## config.mk

```make
export PLATFORM = sky130hd
export DESIGN_NAME = cascaded_biquad_lowpass
export DESIGN_NICKNAME = d
export VERILOG_FILES = /design/src/rtl/cbq_pkg.sv /design/src/rtl/cascaded_biquad_lowpass.sv /design/src/rtl/cbq_hist_mem.sv /design/src/rtl/cbq_mac.sv
export VERILOG_INCLUDE_DIRS = /design/src /design/src/rtl
export SDC_FILE = /design/constraint.sdc
export NUM_CORES = 2
export LEC_CHECK = 0
export ABC_AREA = 0
export ABC_CLOCK_PERIOD_IN_PS = 22100
export BUFFER_PORTS_ARGS = -buffer_cell sky130_fd_sc_hd__buf_2
export CAP_MARGIN = 10
export CORE_ASPECT_RATIO = 0.7
export CORE_MARGIN = 2
export CORE_UTILIZATION = 45
export CTS_CLUSTER_SIZE = 40
export DETAILED_ROUTE_END_ITERATION = 12
export SYNTH_ARGS = -nofsm -noshare
export SYNTH_HDL_FRONTEND = slang
export SYNTH_SLANG_ARGS = --single-unit
```

## constraint.sdc

```tcl
create_clock -name clk -period 22.1 [get_ports clk]
set_clock_uncertainty 0.2 [all_clocks]
set_input_delay 4.42 -clock clk [delete_from_list [all_inputs] [get_ports clk]]
set_output_delay 4.42 -clock clk [all_outputs]
set_load 0.1 [all_outputs]
```

## src/rtl/cascaded_biquad_lowpass_assert.svh

```systemverilog
// Assertion macros shared by the cascaded biquad lowpass RTL.
`ifndef CASCADED_BIQUAD_LOWPASS_ASSERT_SVH
`define CASCADED_BIQUAD_LOWPASS_ASSERT_SVH

// Same-cycle implication, checked outside reset.
`define CBQ_ASSERT_NOW(label, ante, cons, msg) \
  label: assert property (@(posedge clk) disable iff (!rst_n) (ante) |-> (cons)) \
    else $error(msg);

// Next-cycle implication, checked outside reset.
`define CBQ_ASSERT_NEXT(label, ante, cons, msg) \
  label: assert property (@(posedge clk) disable iff (!rst_n) (ante) |=> (cons)) \
    else $error(msg);

`endif

```

## src/rtl/cbq_pkg.sv

```systemverilog
// Package: widths, types and rounding helpers of the cascaded biquad lowpass.
`default_nettype none

package cbq_pkg;

  localparam int MaxStages  = 5;
  localparam int SampleW    = 16;
  localparam int FracBits   = 8;
  localparam int SigW       = SampleW + FracBits;  // Q.8 stage signal
  localparam int CoefW      = 18;                  // Q2.16
  localparam int CoefFrac   = 16;
  localparam int CoefRegW   = 3 * CoefW;
  localparam int SumW       = SigW + 2;            // x + 2*x1 + x2
  localparam int ProdW      = CoefW + SumW;
  localparam int AccW       = ProdW + 2;
  localparam int RndW       = AccW - CoefFrac;
  localparam int OutRndW    = SigW + 1 - FracBits;
  localparam int HistDepth  = MaxStages + 1;       // entry 0: stage 0 input history
  localparam int HistAddrW  = $clog2(HistDepth);
  localparam int HistW      = 2 * SigW;            // {h1, h2}
  localparam int StageCntW  = 3;
  localparam int CfgIdxW    = 3;

  typedef logic signed [SigW-1:0]     sig_t;
  typedef logic signed [SampleW-1:0]  smp_t;
  typedef logic signed [CoefW-1:0]    coef_t;
  typedef logic signed [SumW-1:0]     sum_t;
  typedef logic signed [ProdW-1:0]    prod_t;
  typedef logic signed [AccW-1:0]     acc_t;
  typedef logic signed [RndW-1:0]     rnd_t;
  typedef logic signed [OutRndW-1:0]  ornd_t;
  typedef logic [HistAddrW-1:0]       hist_addr_t;
  typedef logic [HistW-1:0]           hist_t;

  // Accumulator operations
  localparam logic [1:0] ACC_HOLD = 2'd0;
  localparam logic [1:0] ACC_LOAD = 2'd1;
  localparam logic [1:0] ACC_SUB  = 2'd2;

  typedef struct packed {
    logic       mul_en;
    logic [1:0] acc_op;
  } mac_ctl_t;

  typedef struct packed {
    logic       en;
    hist_addr_t addr;
    hist_t      data;
  } hist_wr_t;

  typedef struct packed {
    logic clip;
    sig_t y;
  } stage_res_t;

  typedef struct packed {
    logic clip;
    smp_t y;
  } out_res_t;

  localparam acc_t  StageHalf = acc_t'(1) <<< (CoefFrac - 1);
  localparam rnd_t  StageMax  = rnd_t'((1 << (SigW - 1)) - 1);
  localparam rnd_t  StageMin  = rnd_t'(-(1 << (SigW - 1)));
  localparam sig_t  OutHalf   = sig_t'(1) <<< (FracBits - 1);
  localparam ornd_t OutMax    = ornd_t'((1 << (SampleW - 1)) - 1);
  localparam ornd_t OutMin    = ornd_t'(-(1 << (SampleW - 1)));

  // Q.24 accumulator -> Q.8 stage output, round half up, saturate.
  function automatic stage_res_t round_sat_stage(input acc_t acc);
    acc_t       t;
    rnd_t       q;
    stage_res_t r;
    t = acc + StageHalf;
    q = rnd_t'(t >>> CoefFrac);
    r.clip = 1'b0;
    r.y    = sig_t'(q);
    if (q > StageMax) begin
      r.clip = 1'b1;
      r.y    = sig_t'(StageMax);
    end else if (q < StageMin) begin
      r.clip = 1'b1;
      r.y    = sig_t'(StageMin);
    end
    return r;
  endfunction

  // Q.8 stage output -> integer sample, round half up, saturate.
  function automatic out_res_t round_sat_out(input sig_t y);
    logic signed [SigW:0] t;
    ornd_t                q;
    out_res_t             r;
    t = (SigW+1)'(y) + (SigW+1)'(OutHalf);
    q = ornd_t'(t >>> FracBits);
    r.clip = 1'b0;
    r.y    = smp_t'(q);
    if (q > OutMax) begin
      r.clip = 1'b1;
      r.y    = smp_t'(OutMax);
    end else if (q < OutMin) begin
      r.clip = 1'b1;
      r.y    = smp_t'(OutMin);
    end
    return r;
  endfunction

endpackage

`default_nettype wire

```

## src/rtl/cascaded_biquad_lowpass.sv

```systemverilog
// Top level: cascaded direct-form-I biquad lowpass with sequencer and config registers.
//
// Usage:
//   Input channel (in_valid / in_stall / in_cmd / in_sample): one transaction per
//   sample. in_cmd = 0 filters in_sample through stage_count biquads; in_cmd = 1
//   presets every history (input and all five stage outputs) to in_sample and
//   echoes it with out_clipped = 0.
//   Result channel (out_valid / out_stall / out_filtered / out_clipped): one
//   transaction per input transaction, in order.
//   Config channel (cfg_valid / cfg_ready / cfg_index / cfg_wdata): index 0 is
//   stage_count, 1..5 the packed {b2, b1, a0} Q2.16 coefficients of stages 0..4.
//   cfg_ready is always high; write only while no sample is in flight.
// Sequencing:
//   A filter sample passes through the active stages in turn from acceptance to
//   the result register: each stage is one history read plus three products on
//   the single shared multiplier and a write-back. A preset makes one write per
//   history entry. One sample is in work at a time; in_stall is high from
//   acceptance until the result is loaded into the output register, so the next
//   sample can be taken while a result waits out a stall.
// Reset (rst_n low, synchronous): stage_count = 1, coefficients 0, histories 0,
//   no result pending.
`default_nettype none

`include "cascaded_biquad_lowpass_assert.svh"

module cascaded_biquad_lowpass
  import cbq_pkg::*;
(
  input  wire logic                 clk,
  input  wire logic                 rst_n,
  // input samples
  input  wire logic                 in_valid,
  output logic                      in_stall,
  input  wire logic                 in_cmd,
  input  wire logic signed [15:0]   in_sample,
  // results
  output logic                      out_valid,
  input  wire logic                 out_stall,
  output logic signed [15:0]        out_filtered,
  output logic                      out_clipped,
  // configuration writes
  input  wire logic                 cfg_valid,
  output logic                      cfg_ready,
  input  wire logic [CfgIdxW-1:0]   cfg_index,
  input  wire logic [CoefRegW-1:0]  cfg_wdata
);

  // sequencer states
  localparam logic [3:0] S_IDLE = 4'd0;
  localparam logic [3:0] S_XH   = 4'd1;  // stage 0 input history arrives
  localparam logic [3:0] S_YH   = 4'd2;  // stage output history arrives
  localparam logic [3:0] S_M0   = 4'd3;  // a0 * (x + 2x1 + x2)
  localparam logic [3:0] S_M1   = 4'd4;  // b1 * y1
  localparam logic [3:0] S_M2   = 4'd5;  // b2 * y2
  localparam logic [3:0] S_M3   = 4'd6;  // last subtract
  localparam logic [3:0] S_WB   = 4'd7;  // round, write back, next stage
  localparam logic [3:0] S_PRE  = 4'd8;  // preset sweep
  localparam logic [3:0] S_FIN  = 4'd9;  // load result register

  // config register indexes
  localparam logic [CfgIdxW-1:0] CFG_STAGE_COUNT = CfgIdxW'(0);
  localparam logic [CfgIdxW-1:0] CFG_COEF_FIRST  = CfgIdxW'(1);
  localparam logic [CfgIdxW-1:0] CFG_COEF_LAST   = CfgIdxW'(MaxStages);

  localparam logic [StageCntW-1:0] StageMaxCnt = StageCntW'(MaxStages);
  localparam hist_addr_t           HistLast    = hist_addr_t'(HistDepth - 1);

  // config registers
  logic [StageCntW-1:0] stage_count_r;
  logic [CoefRegW-1:0]  coef_r [MaxStages];

  // sequencer and datapath registers
  logic [3:0]           state_r,   state_nxt;
  logic [StageCntW-1:0] stage_r,   stage_nxt;
  logic [StageCntW-1:0] n_r,       n_nxt;
  logic                 preset_r,  preset_nxt;
  logic                 clip_r,    clip_nxt;
  hist_addr_t           pre_cnt_r, pre_cnt_nxt;
  smp_t                 smp_r,     smp_nxt;
  sig_t                 x_r,       x_nxt;
  sig_t                 x1_r,      x1_nxt;
  sig_t                 x2_r,      x2_nxt;
  sig_t                 y1_r,      y1_nxt;
  sig_t                 y2_r,      y2_nxt;
  logic                 out_valid_r, out_valid_nxt;
  smp_t                 out_filt_r,  out_filt_nxt;
  logic                 out_clip_r,  out_clip_nxt;

  logic                 in_take;
  logic [StageCntW-1:0] n_clamped;
  logic [StageCntW-1:0] stage_inc;
  logic [CoefRegW-1:0]  coef_sel;
  coef_t                a0, b1, b2;
  sum_t                 xsum;
  sig_t                 smp_q8;
  mac_ctl_t             mac_ctl;
  coef_t                mul_a;
  sum_t                 mul_b;
  stage_res_t           stage_res;
  out_res_t             fin_res;
  hist_wr_t             hist_wr;
  logic                 hist_rd_en;
  hist_addr_t           hist_rd_addr;
  logic [HistW-1:0]     hist_rd_data;

  assign in_stall  = (state_r != S_IDLE);
  assign in_take   = in_valid && !in_stall;
  assign cfg_ready = 1'b1;

  // stage count 0 acts as 1, above the cascade depth as the full depth
  always_comb begin
    priority if (stage_count_r == '0) begin
      n_clamped = StageCntW'(1);
    end else if (stage_count_r > StageMaxCnt) begin
      n_clamped = StageMaxCnt;
    end else begin
      n_clamped = stage_count_r;
    end
  end

  assign coef_sel  = coef_r[stage_r];
  assign a0        = coef_t'(coef_sel[CoefW-1:0]);
  assign b1        = coef_t'(coef_sel[2*CoefW-1:CoefW]);
  assign b2        = coef_t'(coef_sel[3*CoefW-1:2*CoefW]);
  assign xsum      = sum_t'(x_r) + (sum_t'(x1_r) <<< 1) + sum_t'(x2_r);
  assign smp_q8    = sig_t'(smp_r) <<< FracBits;
  assign stage_inc = stage_r + StageCntW'(1);
  assign fin_res   = round_sat_out(x_r);

  // config writes
  always_ff @(posedge clk) begin
    if (!rst_n) begin
      stage_count_r <= StageCntW'(1);
      for (int i = 0; i < MaxStages; i++) begin
        coef_r[i] <= '0;
      end
    end else if (cfg_valid && cfg_ready) begin
      if (cfg_index == CFG_STAGE_COUNT) begin
        stage_count_r <= cfg_wdata[StageCntW-1:0];
      end else if (cfg_index <= CFG_COEF_LAST) begin
        coef_r[cfg_index - CFG_COEF_FIRST] <= cfg_wdata;
      end
    end
  end

  // multiplier operand select, one product per cycle
  always_comb begin
    mac_ctl.mul_en = 1'b0;
    mac_ctl.acc_op = ACC_HOLD;
    mul_a          = a0;
    mul_b          = xsum;
    unique case (state_r)
      S_M0: begin
        mac_ctl.mul_en = 1'b1;
      end
      S_M1: begin
        mac_ctl.mul_en = 1'b1;
        mac_ctl.acc_op = ACC_LOAD;
        mul_a          = b1;
        mul_b          = sum_t'(y1_r);
      end
      S_M2: begin
        mac_ctl.mul_en = 1'b1;
        mac_ctl.acc_op = ACC_SUB;
        mul_a          = b2;
        mul_b          = sum_t'(y2_r);
      end
      S_M3: begin
        mac_ctl.acc_op = ACC_SUB;
      end
      default: begin
      end
    endcase
  end

  // sequencer
  always_comb begin
    state_nxt     = state_r;
    stage_nxt     = stage_r;
    n_nxt         = n_r;
    preset_nxt    = preset_r;
    clip_nxt      = clip_r;
    pre_cnt_nxt   = pre_cnt_r;
    smp_nxt       = smp_r;
    x_nxt         = x_r;
    x1_nxt        = x1_r;
    x2_nxt        = x2_r;
    y1_nxt        = y1_r;
    y2_nxt        = y2_r;
    out_valid_nxt = out_valid_r;
    out_filt_nxt  = out_filt_r;
    out_clip_nxt  = out_clip_r;
    hist_wr.en    = 1'b0;
    hist_wr.addr  = '0;
    hist_wr.data  = '0;
    hist_rd_en    = 1'b0;
    hist_rd_addr  = '0;

    if (out_valid_r && !out_stall) begin
      out_valid_nxt = 1'b0;
    end

    unique case (state_r)
      S_IDLE: begin
        if (in_take) begin
          smp_nxt     = in_sample;
          n_nxt       = n_clamped;
          stage_nxt   = '0;
          clip_nxt    = 1'b0;
          pre_cnt_nxt = '0;
          preset_nxt  = in_cmd;
          if (in_cmd) begin
            state_nxt = S_PRE;
          end else begin
            hist_rd_en   = 1'b1;
            hist_rd_addr = '0;
            state_nxt    = S_XH;
          end
        end
      end
      S_XH: begin
        x_nxt        = smp_q8;
        x1_nxt       = sig_t'(hist_rd_data[HistW-1:SigW]);
        x2_nxt       = sig_t'(hist_rd_data[SigW-1:0]);
        // input history shifts now; the old value is held in x1/x2
        hist_wr.en   = 1'b1;
        hist_wr.addr = '0;
        hist_wr.data = {smp_q8, hist_rd_data[HistW-1:SigW]};
        hist_rd_en   = 1'b1;
        hist_rd_addr = hist_addr_t'(1);
        state_nxt    = S_YH;
      end
      S_YH: begin
        y1_nxt    = sig_t'(hist_rd_data[HistW-1:SigW]);
        y2_nxt    = sig_t'(hist_rd_data[SigW-1:0]);
        state_nxt = S_M0;
      end
      S_M0: state_nxt = S_M1;
      S_M1: state_nxt = S_M2;
      S_M2: state_nxt = S_M3;
      S_M3: state_nxt = S_WB;
      S_WB: begin
        hist_wr.en   = 1'b1;
        hist_wr.addr = hist_addr_t'(stage_inc);
        hist_wr.data = {stage_res.y, y1_r};
        clip_nxt     = clip_r | stage_res.clip;
        // this stage's output and old history feed the next stage
        x_nxt        = stage_res.y;
        x1_nxt       = y1_r;
        x2_nxt       = y2_r;
        if (stage_inc < n_r) begin
          stage_nxt    = stage_inc;
          hist_rd_en   = 1'b1;
          hist_rd_addr = hist_addr_t'(stage_inc) + hist_addr_t'(1);
          state_nxt    = S_YH;
        end else begin
          state_nxt = S_FIN;
        end
      end
      S_PRE: begin
        hist_wr.en   = 1'b1;
        hist_wr.addr = pre_cnt_r;
        hist_wr.data = {smp_q8, smp_q8};
        if (pre_cnt_r == HistLast) begin
          state_nxt = S_FIN;
        end else begin
          pre_cnt_nxt = pre_cnt_r + hist_addr_t'(1);
        end
      end
      S_FIN: begin
        if (!out_valid_r || !out_stall) begin
          out_valid_nxt = 1'b1;
          if (preset_r) begin
            out_filt_nxt = smp_r;
            out_clip_nxt = 1'b0;
          end else begin
            out_filt_nxt = fin_res.y;
            out_clip_nxt = clip_r | fin_res.clip;
          end
          state_nxt = S_IDLE;
        end
      end
      default: begin
        state_nxt = S_IDLE;
      end
    endcase
  end

  always_ff @(posedge clk) begin
    if (!rst_n) begin
      state_r     <= S_IDLE;
      out_valid_r <= 1'b0;
    end else begin
      state_r     <= state_nxt;
      out_valid_r <= out_valid_nxt;
    end
  end

  always_ff @(posedge clk) begin
    stage_r    <= stage_nxt;
    n_r        <= n_nxt;
    preset_r   <= preset_nxt;
    clip_r     <= clip_nxt;
    pre_cnt_r  <= pre_cnt_nxt;
    smp_r      <= smp_nxt;
    x_r        <= x_nxt;
    x1_r       <= x1_nxt;
    x2_r       <= x2_nxt;
    y1_r       <= y1_nxt;
    y2_r       <= y2_nxt;
    out_filt_r <= out_filt_nxt;
    out_clip_r <= out_clip_nxt;
  end

  cbq_hist_mem u_hist (
    .clk     (clk),
    .rst_n   (rst_n),
    .wr      (hist_wr),
    .rd_en   (hist_rd_en),
    .rd_addr (hist_rd_addr),
    .rd_data (hist_rd_data)
  );

  cbq_mac u_mac (
    .clk   (clk),
    .ctl   (mac_ctl),
    .mul_a (mul_a),
    .mul_b (mul_b),
    .res   (stage_res)
  );

  assign out_valid    = out_valid_r;
  assign out_filtered = out_filt_r;
  assign out_clipped  = out_clip_r;

  `CBQ_ASSERT_NEXT(a_take_goes_busy, in_take, state_r != S_IDLE, "accepted transaction left the sequencer idle")
  `CBQ_ASSERT_NOW(a_result_from_fin, $rose(out_valid_r), $past(state_r) == S_FIN, "result loaded outside the final state")
  `CBQ_ASSERT_NOW(a_stage_in_range, state_r == S_WB, stage_r < n_r, "stage index beyond active stage count")

endmodule

`default_nettype wire

```

## src/rtl/cbq_hist_mem.sv

```systemverilog
// History memory: one {h1, h2} entry for the stage 0 input and one per stage output, registered read.
`default_nettype none

`include "cascaded_biquad_lowpass_assert.svh"

module cbq_hist_mem
  import cbq_pkg::*;
(
  input  wire logic       clk,
  input  wire logic       rst_n,
  input  wire hist_wr_t   wr,
  input  wire logic       rd_en,
  input  wire hist_addr_t rd_addr,
  output logic [HistW-1:0] rd_data
);

  hist_t                 mem [HistDepth];
  logic [HistDepth-1:0]  vld_r;
  logic [HistDepth-1:0]  vld_nxt;
  hist_t                 rd_data_r;
  logic                  rd_vld_r;
  logic                  rd_vld_nxt;

  // entries never written read as zero (reset history)
  always_comb begin
    vld_nxt = vld_r;
    if (wr.en) begin
      vld_nxt[wr.addr] = 1'b1;
    end
    rd_vld_nxt = rd_vld_r;
    if (rd_en) begin
      rd_vld_nxt = vld_r[rd_addr];
    end
  end

  always_ff @(posedge clk) begin
    if (!rst_n) begin
      vld_r    <= '0;
      rd_vld_r <= 1'b0;
    end else begin
      vld_r    <= vld_nxt;
      rd_vld_r <= rd_vld_nxt;
    end
  end

  always_ff @(posedge clk) begin
    if (wr.en) begin
      mem[wr.addr] <= wr.data;
    end
  end

  always_ff @(posedge clk) begin
    if (rd_en) begin
      rd_data_r <= mem[rd_addr];
    end
  end

  assign rd_data = rd_vld_r ? rd_data_r : '0;

  `CBQ_ASSERT_NOW(a_no_rw_collide, wr.en && rd_en, wr.addr != rd_addr, "history read and write hit the same entry")

endmodule

`default_nettype wire

```

## src/rtl/cbq_mac.sv

```systemverilog
// Shared multiply-accumulate unit with stage output rounding.
`default_nettype none

module cbq_mac
  import cbq_pkg::*;
(
  input  wire logic     clk,
  input  wire mac_ctl_t ctl,
  input  wire coef_t    mul_a,
  input  wire sum_t     mul_b,
  output stage_res_t    res
);

  prod_t prod_r;
  prod_t prod_nxt;
  acc_t  acc_r;
  acc_t  acc_nxt;

  always_comb begin
    prod_nxt = prod_r;
    if (ctl.mul_en) begin
      prod_nxt = prod_t'(mul_a) * prod_t'(mul_b);
    end
    unique case (ctl.acc_op)
      ACC_LOAD: acc_nxt = acc_t'(prod_r);
      ACC_SUB:  acc_nxt = acc_r - acc_t'(prod_r);
      default:  acc_nxt = acc_r;
    endcase
  end

  always_ff @(posedge clk) begin
    prod_r <= prod_nxt;
    acc_r  <= acc_nxt;
  end

  assign res = round_sat_stage(acc_r);

endmodule

`default_nettype wire

```

After elaboration in Yosys (flattened, before gate mapping)

Memory sizes are Yosys's and may differ from the RTL's. A register that Yosys moved wholly into a read port is not among the register bits.
Index checks and enable logic that the tools add are counted.

Register bits: 269
Bits in writable memories: 558
Input bits: 79
Output and inout bits: 20
Word-level logic and storage cells: 143
Memories kept: 2

Memory list:

| memory     | depth | width | read ports | clocked after Yosys merged registers in | write ports | RTL line                      | source |
|---|---|---|---|---|---|---|---|
| u_hist.mem | 6     | 48    | 1          | 1                                       | 1           | cbq_hist_mem.sv:17            | `hist_t mem [HistDepth];` |
| coef_r     | 5     | 54    | 1          | 1                                       | 5           | cascaded_biquad_lowpass.sv:70 | `logic [CoefRegW-1:0] coef_r [MaxStages];` |

Add/subtract/negate cells: 9
Multiply operators: 1
Magnitude comparators: 10
Equality and inequality tests: 17
Muxes and demuxes: 54
Bitwise operators: 3
Reductions and logical operators: 26

Operators by type and width:

| kind                                                             | count |
|---|---|
| one-hot mux 52 bit (3 select lines)                              | 1 |
| one-hot mux 24 bit (2 select lines)                              | 3 |
| one-hot mux 46 bit (2 select lines)                              | 1 |
| 2-to-1 mux 54 bit                                                | 1 |
| OR reduction 54 bit                                              | 1 |
| one-hot mux 26 bit (2 select lines)                              | 1 |
| 2-to-1 mux 25 bit                                                | 2 |
| 2-to-1 mux 48 bit                                                | 1 |
| adder 46 x 17 -> 46 bit (second input constant)                  | 1 |
| subtractor 46 x 44 -> 46 bit                                     | 1 |
| multiplier 18 x 26 -> 44 bit                                     | 1 |
| one-hot mux 4 bit (10 select lines)                              | 1 |
| one-hot mux 18 bit (2 select lines)                              | 1 |
| 2-to-1 mux 17 bit                                                | 2 |
| greater-than comparator 30 x 24 -> 1 bit (second input constant) | 1 |
| < comparator 30 x 24 -> 1 bit (second input constant)            | 1 |
| adder 24 x 25 -> 26 bit                                          | 1 |
| adder 26 x 24 -> 26 bit                                          | 1 |
| adder 24 x 9 -> 25 bit (second input constant)                   | 1 |
| 2-to-1 mux 3 bit                                                 | 7 |
| 2-to-1 mux 4 bit                                                 | 5 |
| 2-to-1 mux 1 bit                                                 | 19 |
| one-hot mux 3 bit (2 select lines)                               | 3 |
| greater-than comparator 17 x 16 -> 1 bit (second input constant) | 1 |
| 35 further kinds                                                 | 62 |

Longest topological paths before layout

Depth in word-level cells: 10
Gate-level depth with buffers: 37

Hierarchy

From an unflattened synthesis, not the netlist that was laid out.

Cell total of the unflattened synthesis: 5,170
Area, all modules: 64,386.8 um^2

By module, submodules not included:

| module                  | times used | cells each | area each (um^2) | seq. area each (um^2) |
|---|---|---|---|---|
| cascaded_biquad_lowpass | 1          | 1,925      | 28,148.2         | 18,117.4 |
| cbq_mac                 | 1          | 2,606      | 23,364.9         | 2,702.6 |
| cbq_hist_mem            | 1          | 639        | 12,873.6         | 10,229.8 |

Worst setup path before layout

No wires, ideal clock.

Path type: input-to-reg
Start point: input port cfg_index[0]
End point: memory coef_r[4][0] (netlist name), enable pin
Arrival: 9,029 ps
Path slack: 12,330 ps
Stages on the path: 6
Buffers on the path: 0
Path through: inv_1 ha_1 nor2b_1 a211oi_1 nand2_1 o21ai_0

RTL lines:

| element     | RTL line                      | source |
|---|---|---|
| from (decl) | cascaded_biquad_lowpass.sv:44 | `input wire logic [CfgIdxW-1:0] cfg_index,` |
| to (decl)   | cascaded_biquad_lowpass.sv:70 |  |

Worst setup path in the final report

Start point: register x_r[1]
End point: register u_mac.prod_r[39] (data pin)

Cells in the longest elaborated chain, start to end: 4

Ends and longest elaborated chain:

| element                             | RTL line                       | source |
|---|---|---|
| from (decl)                         | cascaded_biquad_lowpass.sv:80  | `sig_t x_r, x_nxt;` |
| from (signal assigned)              | cascaded_biquad_lowpass.sv:306 | `x_r <= x_nxt;` |
| adder 24 x 25 -> 26 bit             | cascaded_biquad_lowpass.sv:125 | `assign xsum = sum_t'(x_r) + (sum_t'(x1_r) <<< 1) + sum_t'(x2_r);` |
| adder 26 x 24 -> 26 bit             | cascaded_biquad_lowpass.sv:125 |  |
| one-hot mux 26 bit (2 select lines) | cascaded_biquad_lowpass.sv:152 | `unique case (state_r)` |
| multiplier 18 x 26 -> 44 bit        | cbq_mac.sv:22                  | `prod_nxt = prod_t'(mul_a) * prod_t'(mul_b);` |
| to (signal assigned)                | cbq_mac.sv:32                  | `prod_r <= prod_nxt;` |
| to (decl)                           | cbq_mac.sv:14                  | `prod_t prod_r;` |

No other way between the ends.
A chain may end at the register's enable or synchronous reset.

==> results.md <==
- Outcome: complete, no violations
- Slew headroom: 0.1497
- Crit. End Element: flop
- EDFF count, synth: 1,022
- Die area: 147,300 sq um
- Yosys reg bits: 1,040
- Row count: 116
- Slew Viols, Final: 0
- Final setup fails: 0
- Crit-path slowest cell: xnor2_1
- Max_cap viols: 0
- CTS sink count: 1,040
- Crit Path Max Fanout: 5
- Initial antenna violation count: 12
- Nets: 5,968
- Die span in x: 457.9 um
- Fin crit period: 10.70 ns
- Final hold vios: 0
- Vias: 41,460
- Share of cells above drive strength 1: 0.1379
- Initial DRC Count: 4,751
- WL/cell: 25.09 um
- Yosys cell types: 84
- CP peak stage delay: 0.80 ns
- # DRC: 0
- First-pass GRT wire length: 273.5 mm
- Hold Path Class: flop to flop
- GRT Total Usage: 0.2490
- Cell taking the most area after synthesis: edfxtp_1
- CTS buffer count: 100
- H-tree lvl count: 3
- GPL Wtd Cong: 0.9370
- Post-Synthesis Cells: 5,153
- Synth cell count leaders: edfxtp_1 (1,022), inv_1 (639), fa_1 (484)
- Area Overhead vs Synth: 9.548%
- Sequential share of the synthesized area: 0.4784
- Vias per cell: 5.771
- Routed WL: 180.3 mm
- Setup crit start kind: flop
- CP most frequent cell: fa_1
- Final setup TNS: 0 ns
- Post-CTS Setup Bufs: 0
- Die Ht: 321.8 um
- Peak Freq: 93.42 MHz
- Drt first pass iters: 6
- Vias in the first global route: 41,940
- Ys flop type: edfxtp_1
- Max clock buf depth: 3
- Top-area cell type share of the netlist area: 0.4728
- GR Overflow Total: 0
- Critical Path AT: 11.03 ns
- Top area cells in the synthesized netlist: edfxtp_1 (47%), fa_1 (15%), mux4_2 (6.0%)
- Top-Level Pins: 99
- Post-synth ARST share: 0
- Yosys warnings: 0
- Unrepaired setup endpoints after global routing: false
- Syn Nets: 5,904
- Core area: 143,100 sq um
- Root Buffer: clkbuf_16
- Syn_area_per_cell: 12.60 sq um
- Clk slew on worst S/H paths: 0.07 ns
- Final period utilization: 0.4843
- Most numerous cell in the Yosys netlist: edfxtp_1
- Kind of critical path: flop to flop
- Post-Syn Area: 64,910 sq um
- Starting density of the core: 0.4536
- Post-DP HPWL: 123.8 mm
- Quantity of gates resized following cts: 0
- Worst EP required: 22.43 ns
- Detail Route Antenna Nets: 0
- Hold buffers post-CTS: 0
- PortBufs: 97
- Slew @ Worst Pin: 1.266 ns
- Skew-Pair Late Insertion Delay: 0.75 ns
- Largest net degree at the start of global routing: 79
- TritonCTS clock tree: yes
==> per-layer routing <==
| layer | up-vias | GRT usage | routed length (um) |
|---|---|---|---|
| met1 | 21280 | 0.3869 | 83290 |
| met2 | 1802 | 0.3539 | 75450 |
| met3 | 217 | 0.06227 | 18350 |
| li1 | 18160 | - | - |
| met4 | 4 | 0.04576 | 3140 |
| met5 | - | 0 | 23 |
==> state kept, by name, indices dropped and copies added (netlist names), 24 cells and up, named ones only <==
signal / count
y1_r: 24
u_mac.acc_r: 46
u_hist.mem: 288
u_mac.prod_r: 44
u_hist.rd_data_r: 48
y2_r: 24
x2_r: 24
coef_r: 432
x_r: 24
x1_r: 24
==> metrics by stage <==
| step | utilization | instance area, sq um | setup WS [ns] | hold WS (ns) | std cells |
|---|---|---|---|---|---|
| global placement | 0.4736 | 67780 | 11.43 | 0.2495 | 7003 |
| floorplan | - | 64910 | 12.33 | 0.2326 | 5153 |
| detailed placement | 0.4736 | 67780 | 11.36 | 0.2626 | 7003 |
| finish | 0.4969 | 71110 | 11.40 | 0.2664 | 7184 |
| global route | 0.4969 | 71100 | 10.66 | 0.3082 | 7183 |
| CTS | 0.4968 | 71100 | 11.31 | 0.2709 | 7181 |
==> critical path, delay by kind of cell (launching register included) <==
family | cells | cell delay, ns
XOR/XNOR | 1 | 0.80
flip-flops | 1 | 0.34
AND/OR/NAND/NOR | 5 | 1.32
adder cells (fa/ha/maj) | 10 | 4.76
AO/OA/AOI/OAI | 10 | 2.54
buffers and inverters | 7 | 0.53
==> final cells by class <==
type,count,area (sq um)
timing repair buffer,196,1229
fill,12520,72000
clock buffer,129,2705
multi-input combinational,3238,30720
clock inverter,49,616.8
inverter,641,2407
antenna,3,7.507
sequential,1040,31060
tap,1888,2362
==> path summary, 6_finish.rpt <==
check                           cells after the start                to        startpoint  slack (ns)
worst max-delay path                               33  u_mac.prod_r[39]            x_r[1]       11.40
worst min-delay path                                2  stage_count_r[1]  stage_count_r[1]        0.27
worst max register to register                     33  u_mac.prod_r[39]            x_r[1]       11.40
worst min register to register                      2  stage_count_r[1]  stage_count_r[1]        0.27
==> placed cells by master (no fill, tap or decap), types with 10 or more instances in the layout <==
cell type  instances
and3_1            55
nand3_1           99
a21o_1            57
fa_1             484
buf_2             97
nor2_1           187
inv_1            638
bufinv_16         11
xnor2_1           75
and2_1           374
mux2i_1           33
edfxtp_1        1022
nor4_1            15
o22ai_1           23
or3_1             33
clkbuf_1          23
a211oi_1          30
dfxtp_1           14
a21oi_1          137
o31ai_1           11
o21ai_0          127
buf_4             99
nor2b_1           36
o21bai_1          24
mux2_2           124
clkinv_1          15
nor3_1            75
nand2_1          458
nand4_1           39
xor2_1            49
o21ai_2           14
a31oi_1           13
ha_1             187
nor2_4            10
nand2b_1          31
mux4_2           174
o21a_1            25
o211ai_1          66
clkbuf_16        103
==> cells by family after synthesis <==
group	share of synthesized area
and+or+nand+nor	0.1157
DFF	0.4784
buffers and inverters	0.05264
adders and majority gates	0.1855
AOI/OAI and AO/OA	0.06363
muxes	0.08713
xor gates and xnor gates	0.01698
other	0.00005777
Power is left out: the tool's default activity adds up to more than one toggle a clock period on the data nets, which glitch-free logic cannot reach.
